**config.mk**
```make
export PLATFORM = sky130hd
export DESIGN_NAME = gcb_ctrl
export DESIGN_NICKNAME = d
export VERILOG_FILES = /design/src/rtl/core/grid_cell_corner_bucketing_core_defines.svh /design/src/rtl/core/gcb_pkg.sv /design/src/rtl/core/gcb_ctrl.sv
export SDC_FILE = /design/constraint.sdc
export NUM_CORES = 1
export LEC_CHECK = 0
export BUFFER_PORTS_ARGS = -buffer_cell sky130_fd_sc_hd__buf_2
export CAP_MARGIN = 25
export CELL_PAD_IN_SITES_DETAIL_PLACEMENT = 1
export CELL_PAD_IN_SITES_GLOBAL_PLACEMENT = 1
export CORE_MARGIN = 2
export CORE_UTILIZATION = 25
export DETAILED_ROUTE_END_ITERATION = 10
export PLACE_DENSITY_LB_ADDON = 0.1
export SKIP_LAST_GASP = 1
export SLEW_MARGIN = 0
export SYNTH_ARGS = -nofsm -noshare
export SYNTH_HDL_FRONTEND = slang
export SYNTH_SLANG_ARGS = --single-unit
```
**constraint.sdc**
```tcl
create_clock -name clk -period 2.3 [get_ports clk]
set_clock_uncertainty 0.2 [all_clocks]
set_input_delay 0.23 -clock clk [delete_from_list [all_inputs] [get_ports clk]]
set_output_delay 0.23 -clock clk [all_outputs]
set_load 0.01 [all_outputs]
```
**src/rtl/core/grid_cell_corner_bucketing_core_defines.svh**
```systemverilog
`ifndef GRID_CELL_CORNER_BUCKETING_CORE_DEFINES_SVH
`define GRID_CELL_CORNER_BUCKETING_CORE_DEFINES_SVH

// Same-cycle implication, checked outside reset.
`define GCB_ASSERT_NOW(label, clk, rst_n, ante, cons, msg) \
  label: assert property (@(posedge clk) disable iff (!rst_n) (ante) |-> (cons)) \
    else $error(msg);

// Next-cycle implication, checked outside reset.
`define GCB_ASSERT_NEXT(label, clk, rst_n, ante, cons, msg) \
  label: assert property (@(posedge clk) disable iff (!rst_n) (ante) |=> (cons)) \
    else $error(msg);

`endif

```
**src/rtl/core/gcb_pkg.sv**
```systemverilog
package gcb_pkg;

  localparam int COORD_BITS         = 12;
  localparam int DEF_MAX_GRID_CELLS = 1024;

  localparam int KIND_W  = 2;
  localparam int LVL_W   = 3;
  localparam int CS_W    = 8;
  localparam int DIM_W   = 13;
  localparam int NLVL_W  = 4;
  localparam int SCORE_W = 32;
  localparam int STAT_W  = 3;
  localparam int ADDR_W  = 5;
  localparam int DATA_W  = 32;
  localparam int DIV_W   = DIM_W + 1;
  localparam int SHIFT_W = COORD_BITS + (1 << LVL_W) - 1;
  localparam int PROD_W  = 2 * DIV_W;
  localparam int SUM_W   = PROD_W + 1;
  localparam int ENTRY_W = SCORE_W + 2;

  localparam logic [CS_W-1:0]    RST_CELL_SIZE = 8'd32;
  localparam logic [DIM_W-1:0]   RST_WIDTH     = 13'd640;
  localparam logic [DIM_W-1:0]   RST_HEIGHT    = 13'd480;
  localparam logic [NLVL_W-1:0]  RST_LEVELS    = 4'd3;
  localparam logic [SCORE_W-1:0] RST_THRESHOLD = 32'd1310720;

  typedef enum logic [KIND_W-1:0] {
    KIND_CORNER = 2'd0,
    KIND_MARK   = 2'd1,
    KIND_CLEAR  = 2'd2
  } kind_t;

  typedef enum logic [STAT_W-1:0] {
    ST_FEATURE    = 3'd0,
    ST_BOUNDS     = 3'd1,
    ST_OCCUPIED   = 3'd2,
    ST_NOT_BETTER = 3'd3,
    ST_CAPACITY   = 3'd4,
    ST_MARKED     = 3'd5,
    ST_CLEARED    = 3'd6
  } status_t;

  typedef enum logic [2:0] {
    REG_CELL_SIZE = 3'd0,
    REG_WIDTH     = 3'd1,
    REG_HEIGHT    = 3'd2,
    REG_LEVELS    = 3'd3,
    REG_THRESHOLD = 3'd4
  } reg_idx_t;

  typedef struct packed {
    logic    load_in;
    logic    div_start;
    logic    div_grid;
    logic    grid_load;
    logic    mul_en;
    logic    idx_rd;
    logic    decide;
    logic    clr_en;
    logic    res_set;
    status_t res_code;
    logic    out_load;
  } ctl_cmd_t;

  typedef struct packed {
    logic is_corner;
    logic is_mark;
    logic is_clear;
    logic corner_oob;
    logic mark_oob;
    logic over_cap;
    logic div_busy;
    logic clr_last;
    logic out_free;
  } dp_stat_t;

endpackage

```
**src/rtl/core/gcb_ctrl.sv**
```systemverilog
module gcb_ctrl
  import gcb_pkg::*;
(
  input  logic     clk,
  input  logic     rst_n,
  input  logic     in_valid,
  output logic     in_ready,
  input  dp_stat_t stat,
  output ctl_cmd_t cmd
);

  typedef enum logic [8:0] {
    S_INIT     = 9'b000000001,
    S_IDLE     = 9'b000000010,
    S_DISPATCH = 9'b000000100,
    S_FLUSH    = 9'b000001000,
    S_GRID     = 9'b000010000,
    S_CELL     = 9'b000100000,
    S_INDEX    = 9'b001000000,
    S_DECIDE   = 9'b010000000,
    S_FINISH   = 9'b100000000
  } state_t;

  state_t state_r;
  state_t state_nxt;

  always_comb begin
    state_nxt = state_r;
    cmd       = '0;
    case (state_r)
      S_INIT: begin
        cmd.clr_en = 1'b1;
        if (stat.clr_last) begin
          state_nxt = S_IDLE;
        end
      end
      S_IDLE: begin
        if (in_valid) begin
          cmd.load_in = 1'b1;
          state_nxt   = S_DISPATCH;
        end
      end
      S_DISPATCH: begin
        if (stat.is_clear) begin
          state_nxt = S_FLUSH;
        end else if (!(stat.is_corner || stat.is_mark) ||
                     (stat.is_corner && stat.corner_oob)) begin
          cmd.res_set  = 1'b1;
          cmd.res_code = ST_BOUNDS;
          state_nxt    = S_FINISH;
        end else begin
          cmd.div_start = 1'b1;
          cmd.div_grid  = 1'b1;
          state_nxt     = S_GRID;
        end
      end
      S_FLUSH: begin
        cmd.clr_en = 1'b1;
        if (stat.clr_last) begin
          cmd.res_set  = 1'b1;
          cmd.res_code = ST_CLEARED;
          state_nxt    = S_FINISH;
        end
      end
      S_GRID: begin
        if (!stat.div_busy) begin
          cmd.grid_load = 1'b1;
          cmd.div_start = 1'b1;
          state_nxt     = S_CELL;
        end
      end
      S_CELL: begin
        if (!stat.div_busy) begin
          if (stat.is_mark && stat.mark_oob) begin
            cmd.res_set  = 1'b1;
            cmd.res_code = ST_BOUNDS;
            state_nxt    = S_FINISH;
          end else begin
            cmd.mul_en = 1'b1;
            state_nxt  = S_INDEX;
          end
        end
      end
      S_INDEX: begin
        if (stat.over_cap) begin
          cmd.res_set  = 1'b1;
          cmd.res_code = ST_CAPACITY;
          state_nxt    = S_FINISH;
        end else begin
          cmd.idx_rd = 1'b1;
          state_nxt  = S_DECIDE;
        end
      end
      S_DECIDE: begin
        cmd.decide = 1'b1;
        state_nxt  = S_FINISH;
      end
      S_FINISH: begin
        if (stat.out_free) begin
          cmd.out_load = 1'b1;
          state_nxt    = S_IDLE;
        end
      end
      default: begin
        state_nxt = S_IDLE;
      end
    endcase
  end

  always_ff @(posedge clk) begin
    if (!rst_n) begin
      state_r <= S_INIT;
    end else begin
      state_r <= state_nxt;
    end
  end

  assign in_ready = (state_r == S_IDLE);

endmodule

```
==> results_dict.tcl, run 1 <==
set metrics [dict create \
    synth.distinct_cells 36 \
    crit_chain "or4_4 > or2_4 > or4b_4 > nand2_2 > buf_2" \
    synth_nets 104 \
    drt-total-wl_mm 2.44 \
    gp_congestion 0.740 \
    die_area_mm2 0.00314 \
    synth_edf_count 0 \
    fp.dieW_um 56.0 \
    yosysWarnings 0 \
    antenna_cells 0 \
    cp_num_cells 5 \
    area_delta_synth_final_pct 49.5 \
    fmax_ghz 0.394 \
    reg2reg_from "state_r[7]" \
    top_register "state_r" \
    powerDensity_mw_per_mm2 401 \
    num-nets-final 144 \
    cts_tree "built" \
    grt_max_degree 12 \
    via_count 848 \
    place_ws_ns 0.0501 \
    hold_class "in2reg" \
    cp-start-kind "register" \
    core_mm2 0.00252 \
    top_layer "met4" \
    yosys-top-cells-count "nor2_1 (12), dfxtp_1 (9), o21ai_0 (7)" \
    drc_errors 0 \
    cp.required_ns 1.87 \
    synthesis.area_per_instance_um2 7.36 \
    num_rows 18 \
    cts.sinks 9 \
    min_period_over_period 1.10 \
    synth_top_area_frac 0.266 \
    hold_viol_final 0 \
    die_y_um 56.0 \
    status "finished, violations left" \
    num_io_pins 26 \
    synthArstFlopShare 0 \
    met3_length_um 93 \
    grt_overflow_total 0 \
    crit_slowest_cell "or4_4" \
    cts_made_buffers 3 \
    slew_headroom 0.755 \
    largest_reg_flops 9 \
    clock_latency_ns 0.27 \
    ys_seq_elements 9 \
    initialDrtViolationCount 5 \
    reg.largest.list "state_r: 9 flops" \
    synth_area_leaders "dfxtp_1 (27%), nor2_1 (6.7%), o21ai_0 (5.2%)" \
    yosys.area.top_type "dfxtp_1" \
    tightest_slew_ns 0.362 \
    grt_util_all_layers 0.155 \
    wl_met2_mm 1.25 \
    maxSlewViolCount 0 \
    path_buf_inv 1 \
    cts_hold_buf 0 \
    antenna_found_initial 0 \
    start_util 0.268 \
    via_per_inst 5.27 \
    p_leak_uw 0.000497 \
    startpoint "state_r[7]" \
    clkTransAtPathRegs_ns 0.07 \
    setup_viol 6 \
    clk_path_buf_depth 2 \
    finalWorstSetupSlack_ns -0.240 \
    routedWlPerCell_um 15.2 \
    grt_pass1_vias 832 \
    synth_ff_type "dfxtp_1" \
    final_util 0.401 \
    violations "setup timing" \
    period_needed_ns 2.54 \
    wl_met1_mm 1.07 \
    netlist_area_um2 677 \
    first_pass_iters 4 \
    critPathCaptureType "output pin" \
    critical_path.top_delay_family "simple AND/OR/NAND/NOR gates" \
    cp_max_fo 5 \
    rsz0062_at_grt "true" \
    min_from "rst_n" \
    io_buffers 25 \
    slowest_delay_ns 0.56 \
    vdd_ir_drop_max_v 0.000213 \
    synthCells 92 \
    synth.most_common_cell "nor2_1" \
    seq_area_frac_synth 0.266 \
    drt.antenna.violating_nets 0 \
    htreeDepth 1 \
    grt_pass1_wl_mm 3.92 \
    endpoint "cmd[11]" \
    layout-drive-gt1-share 0.458 \
    root_buffer "clkbuf_4" \
    rrSetupSlack_ns 0.20 \
    dpl.hpwl_mm 1.86 \
    r2r-end "state_r[1]" \
    maxCapViolations 0 \
    worst_ep_arrival_time_ns 2.11 \
    crit_type "reg2out" \
    r2r_cells 7 \
]
[through the flow]
stage	instances	power (uW)	hold slack [ns]	cell area [um^2]	TNS [ns]
after global placement	153	263	0.283	888	0
final	161	406	0.00727	1010	-0.881
after CTS	158	398	0.0114	942	-0.874
after floorplan	92	220	0.0919	677	0
after detailed placement	153	265	0.293	888	0
after global routing	161	436	0.0277	1010	-1.40
[cell usage in the layout, fill, tap and decap left out, drive strengths merged, types with 4 or more instances in the layout]
master  instances
buf            39
nor2           12
dfxtp           9
o21ai           7
nand2           6
nor3            6
and3            4
inv             4
or3             4
nor4            4
[logic make-up (layout without fill, tap and decap cells)]
group	Yosys count	count (layout)	synth area share
and+or+nand+nor	53	53	0.445
AOI/OAI and AO/OA	18	18	0.176
DFF	9	9	0.266
buffers and inverters	8	47	0.0610
xor gates and xnor gates	4	4	0.0518
[worst min-delay path by stage]
stage / endpoint / slack, ns / depth (start not counted)
floorplan: state_r[0] / 0.09 / 1
global placement: state_r[0] / 0.28 / 2
detailed placement: state_r[0] / 0.29 / 2
CTS: state_r[0] / 0.01 / 2
global route: state_r[0] / 0.03 / 2
finish: state_r[0] / 0.007 / 2
[where the power goes]
group          total, uW  internal [uW]  switching (uW)
clock network        128           64.4            64.0
logic                113           52.0            61.4
registers            165            161            3.75
total                406            277             129
[worst register-to-register path: cells and delay by family (launching register included)]
kind	cells	cell delay (ns)
buffers and inverters	2	0.36
DFF	1	0.32
and+or+nand+nor	3	0.61
AOI/OAI and AO/OA	2	0.51
[routing by layer]
layer / vias to the layer above / GRT usage
met2: 17 / 0.264
met3: 5 / 0.0279
li1: 416 / -
met4: 0 / 0.0408
met5: - / 0
met1: 410 / 0.199
[cell type report]
type / count / area (um^2)
fill: 334 / 1510
multi-input combinational: 75 / 512
timing repair buffer: 39 / 236
sequential: 9 / 184
tap: 30 / 37.5
clock buffer: 3 / 22.5
inverter: 4 / 15.0
clock inverter: 1 / 5.00
[timing repair]
item                                    4_1_cts  5_1_grt
pin swaps                                     2        4
gates resized for setup                       4       12
endpoints found under the setup margin        8        8
setup buffers                                 1        3
endpoints found under the hold margin         0        0
Note: power is estimated with default switching activity, not from simulation.
==> inputs of run 2 (changes only) <==
Settings changed: ABC_CLOCK_PERIOD_IN_PS set to 2300, BUFFER_PORTS_ARGS -buffer_cell sky130_fd_sc_hd__buf_2 to unset, DONT_BUFFER_PORTS set to 1, PLACE_DENSITY set to 0.6, PLACE_DENSITY_LB_ADDON 0.1 to unset.
==> run 2 against run 1 <==
The run still ends with setup timing left. Fmax grew 3.2%. Clock power is essentially flat. Routed wire length is 4.9% lower. Worst setup slack better by 0.078 ns. Global-route usage decreased by 0.46 points. First-iteration DRC count rose to 4.2 times the previous value. Register-to-register slack lost 0.02 ns. Cell count fell by 14%.
==> results_dict.tcl, run 2 (synthesis results as in run 1) <==
set metrics [dict create \
    status "finished, violations left" \
    violations "setup timing" \
    top_register "state_r" \
    setup_viol 6 \
    fillCellCount 319 \
    finalWorstSetupSlack_ns -0.163 \
    initialDrtViolationCount 21 \
    grt_pass1_wl_mm 3.82 \
    period_needed_ns 2.46 \
    drt-total-wl_mm 2.32 \
    grt_overflow_total 0 \
    via_per_inst 5.50 \
    cp-start-kind "register" \
    area_delta_synth_final_pct 33.1 \
    powerDensity_mw_per_mm2 433 \
    hold_slack_ns 0.130 \
    grt_max_degree 12 \
    reg.largest.list "state_r: 9 flops" \
    antenna_cells 0 \
    cp.required_ns 1.87 \
    cts_made_buffers 3 \
    layout-drive-gt1-share 0.266 \
    vdd_ir_drop_max_v 0.000266 \
    p_leak_uw 0.000371 \
    largest_reg_flops 9 \
    routedWlPerCell_um 16.7 \
    gp_congestion 0.767 \
    crit_type "reg2out" \
    num_rows 18 \
    clock_latency_ns 0.26 \
    cp_max_fo 5 \
    start_util 0.268 \
    core_mm2 0.00252 \
    layout.area.seq_um2 180 \
    worst_ep_arrival_time_ns 2.03 \
    final_cell_mix "buf_4 (12), nor2_1 (11), dfxtp_1 (9)" \
    critPathCaptureType "output pin" \
    drc_errors 0 \
    maxSlewViolCount 0 \
    cts_tree "built" \
    hold_viol_final 0 \
    clkTransAtPathRegs_ns 0.07 \
    htreeDepth 1 \
    cts.sinks 9 \
    slew_headroom 0.719 \
    multi_input_area_um2 500 \
    hold_class "in2reg" \
    fmax_ghz 0.406 \
    first_pass_iters 4 \
    grt_pass1_vias 802 \
    min_period_over_period 1.07 \
    antenna_found_initial 0 \
    via_count 764 \
    root_buffer "clkbuf_4" \
    num-nets-final 122 \
    rsz0062_at_grt "true" \
    grt_util_all_layers 0.150 \
    die_y_um 56.0 \
    fp.dieW_um 56.0 \
    drt.antenna.violating_nets 0 \
    p_total_uw 390 \
    maxCapViolations 0 \
    dpl.hpwl_mm 1.73 \
    die_area_mm2 0.00314 \
    tightest_slew_ns 0.418 \
    final_common_cell "buf_4" \
    clk_path_buf_depth 2 \
    num_io_pins 26 \
    io_buffers 0 \
]
## run 2: cell types whose count changed in the layout (fill, tap and decap cells not counted), sizes merged
cell         change
buf             -27
dlygate4sd3      +5
## run 2: final timing paths
| check | slack [ns] | cells past startpoint | end | start |
|---|---|---|---|---|
| setup / recovery | -0.16 | 4 | cmd[11] | state_r[7] |
| hold reg to reg | 0.39 | 2 | state_r[4] | state_r[4] |
| setup reg to reg | 0.18 | 5 | state_r[1] | state_r[7] |
| hold / removal | 0.13 | 3 | state_r[8] | stat[0] |
## run 2: layer usage
layer | global-route usage | up-vias | share of wire
li1 | - | 372 | -
met1 | 0.207 | 372 | 0.47
met2 | 0.237 | 20 | 0.48
met3 | 0.0302 | 0 | 0.048
met4 | 0.0408 | 0 | 0
met5 | 0 | - | 0
## run 2: what timing repair did
action,4_1_cts,5_1_grt
pin swaps,1,0
setup endpoints to repair,6,12
hold buffers,5,0
gates resized for setup,4,8
buffers inserted,1,0
hold endpoints to repair,9,0
## run 2: where the power goes
part	internal, uW	leakage (uW)	switching [uW]
logic	44.5	0.000280	54.7
registers	161	0.0000733	3.87
clock network	64.3	0.0000177	61.8
## run 2: final cells by class
type | instances | area share
clock buffers | 3 | 0.0250
clock inverters | 1 | 0.00556
inverters | 4 | 0.0167
multi-input cells | 75 | 0.556
flip-flops and latches | 9 | 0.200
well taps | 30 | 0.0417
repair buffers | 17 | 0.156
## run 2: through the flow
| step | cells | cell area, um^2 | TNS, ns | utilization | worst slack [ns] |
|---|---|---|---|---|---|
| global route | 139 | 901 | -1.04 | 0.357 | -0.226 |
| global placement | 129 | 771 | 0 | 0.306 | 0.136 |
| floorplan | 92 | 677 | 0 | - | 0.0600 |
| detailed placement | 129 | 771 | 0 | 0.306 | 0.125 |
| CTS | 139 | 866 | -0.478 | 0.343 | -0.151 |
| finish | 139 | 901 | -0.618 | 0.357 | -0.163 |
## run 2: worst max-delay path, cell delays in order, from the launching register on
cell and delay (ns):
dfxtp_1 0.31, or4_4 0.57, or2_4 0.26, or4b_4 0.53
nand2_4 0.10
==> inputs of run 3 (changes only) <==
Settings changed: ABC_CLOCK_PERIOD_IN_PS 2300 to 2800.
Clock period 2.3 ns to 2.8 ns, I/O delays scaled along.
==> run 3 against run 2 <==
The run now ends clean. Sequential power decreased by 16%. Hold slack got worse by 0.11 ns. Count of clock-buffer cells in the layout unchanged. Critical path depth unchanged. Non-clock buffer count shrank 12. Critical path type unchanged. Highest routed layer unchanged.
==> results_dict.tcl, run 3 (synthesis results as in run 1) <==
set metrics [dict create \
    status "completed" \
    root_buffer "clkbuf_4" \
    hold_viol_final 0 \
    gp_congestion 0.826 \
    cts_made_buffers 3 \
    grt_overflow_total 0 \
    layout.area.seq_um2 180 \
    drt-total-wl_mm 2.07 \
    cts.sinks 9 \
    start_util 0.268 \
    finalWorstSetupSlack_ns 0.127 \
    min_period_over_period 0.955 \
    clk_path_buf_depth 2 \
    top_register "state_r" \
    cp_max_fo 9 \
    dpl.hpwl_mm 1.65 \
    clock_latency_ns 0.27 \
    powerDensity_mw_per_mm2 398 \
    critPathCaptureType "output pin" \
    final_cell_mix "nor2_1 (12), dfxtp_1 (9), o21ai_0 (7)" \
    tightest_slew_ns 0.495 \
    cp-start-kind "register" \
    fp.dieW_um 56.0 \
    rsz0062_at_grt "false" \
    crit_type "reg2out" \
    num_rows 18 \
    antenna_found_initial 0 \
    drt.antenna.violating_nets 0 \
    antenna_cells 0 \
    grt_max_degree 12 \
    p_leak_uw 0.000310 \
    layout-drive-gt1-share 0.103 \
    num_io_pins 26 \
    htreeDepth 1 \
    clkTransAtPathRegs_ns 0.07 \
    ctsResizeCount 0 \
    area_delta_synth_final_pct 12.0 \
    reg.largest.list "state_r: 9 flops" \
    fmax_ghz 0.374 \
    routedWlPerCell_um 16.3 \
    fin_setup_tns_ns 0 \
    final_common_cell "nor2_1" \
    vdd_ir_drop_max_v 0.000155 \
    first_pass_iters 4 \
    cts_setup_buffers 0 \
    cts_hold_buf 1 \
    initialDrtViolationCount 14 \
    period_needed_ns 2.67 \
    cts_tree "built" \
    grt_pass1_vias 698 \
    cp.required_ns 2.32 \
    drc_errors 0 \
    io_buffers 0 \
    slew_headroom 0.670 \
    maxCapViolations 0 \
    die_area_mm2 0.00314 \
    maxSlewViolCount 0 \
    place_ws_ns 0.459 \
    die_y_um 56.0 \
    hold_class "in2reg" \
    setup_viol 0 \
    via_per_inst 5.57 \
    grt_util_all_layers 0.135 \
    fillCellCount 327 \
    via_count 707 \
    core_mm2 0.00252 \
    largest_reg_flops 9 \
    worst_ep_arrival_time_ns 2.19 \
    grt_pass1_wl_mm 3.34 \
    multi_input_area_um2 455 \
    num-nets-final 110 \
]
==> run 3: cell count changes in the layout (fill, tap and decap cells not counted), sizes merged <==
cell	previous run	this run
buf	12	3
dlygate4sd3	5	2
==> run 3: worst max-delay path: stages (launching register included) <==
cell and delay [ns]:
dfxtp_1 0.39, or4_4 0.60, nor4_1 0.45, a32o_1 0.30, or3_1 0.18
==> run 3: path summary, 6_finish.rpt <==
check / slack, ns / cells after the start / end / startpoint
setup / recovery: 0.13 / 4 / cmd[4] / state_r[7]
setup reg to reg: 0.51 / 5 / state_r[2] / state_r[7]
hold reg to reg: 0.37 / 2 / state_r[4] / state_r[4]
hold / removal: 0.02 / 2 / state_r[3] / stat[6]
==> run 3: through the flow <==
stage	hold slack (ns)	std cells	area (um^2)	power, uW	util
CTS	0.00373	126	748	305	0.297
finish	0.0169	127	758	302	0.301
global placement	0.145	121	711	195	0.282
detailed placement	0.147	121	711	197	0.282
floorplan	0.142	92	677	181	-
global route	0.0262	127	758	321	0.301
==> run 3: cell type report <==
cell class                 count  area share
timing repair buffer           5      0.0561
clock inverter                 1     0.00660
sequential                     9       0.238
tap                           30      0.0495
multi-input combinational     75       0.601
clock buffer                   3      0.0297
inverter                       4      0.0198
==> run 3: where the power goes <==
part | switching, uW | internal [uW] | leakage (uW)
clock network | 51.4 | 52.8 | 0.0000177
logic | 35.2 | 23.8 | 0.000219
registers | 6.71 | 132 | 0.0000733
total | 93.4 | 209 | 0.000310
==> run 3: routing by layer <==
metal  global-route usage  vias to the layer above  share of wire
met5                    0                        -              0
met3               0.0465                        0          0.057
met1                0.169                      338           0.46
li1                     -                      348              -
met2                0.229                       21           0.49
met4               0.0204                        0              0
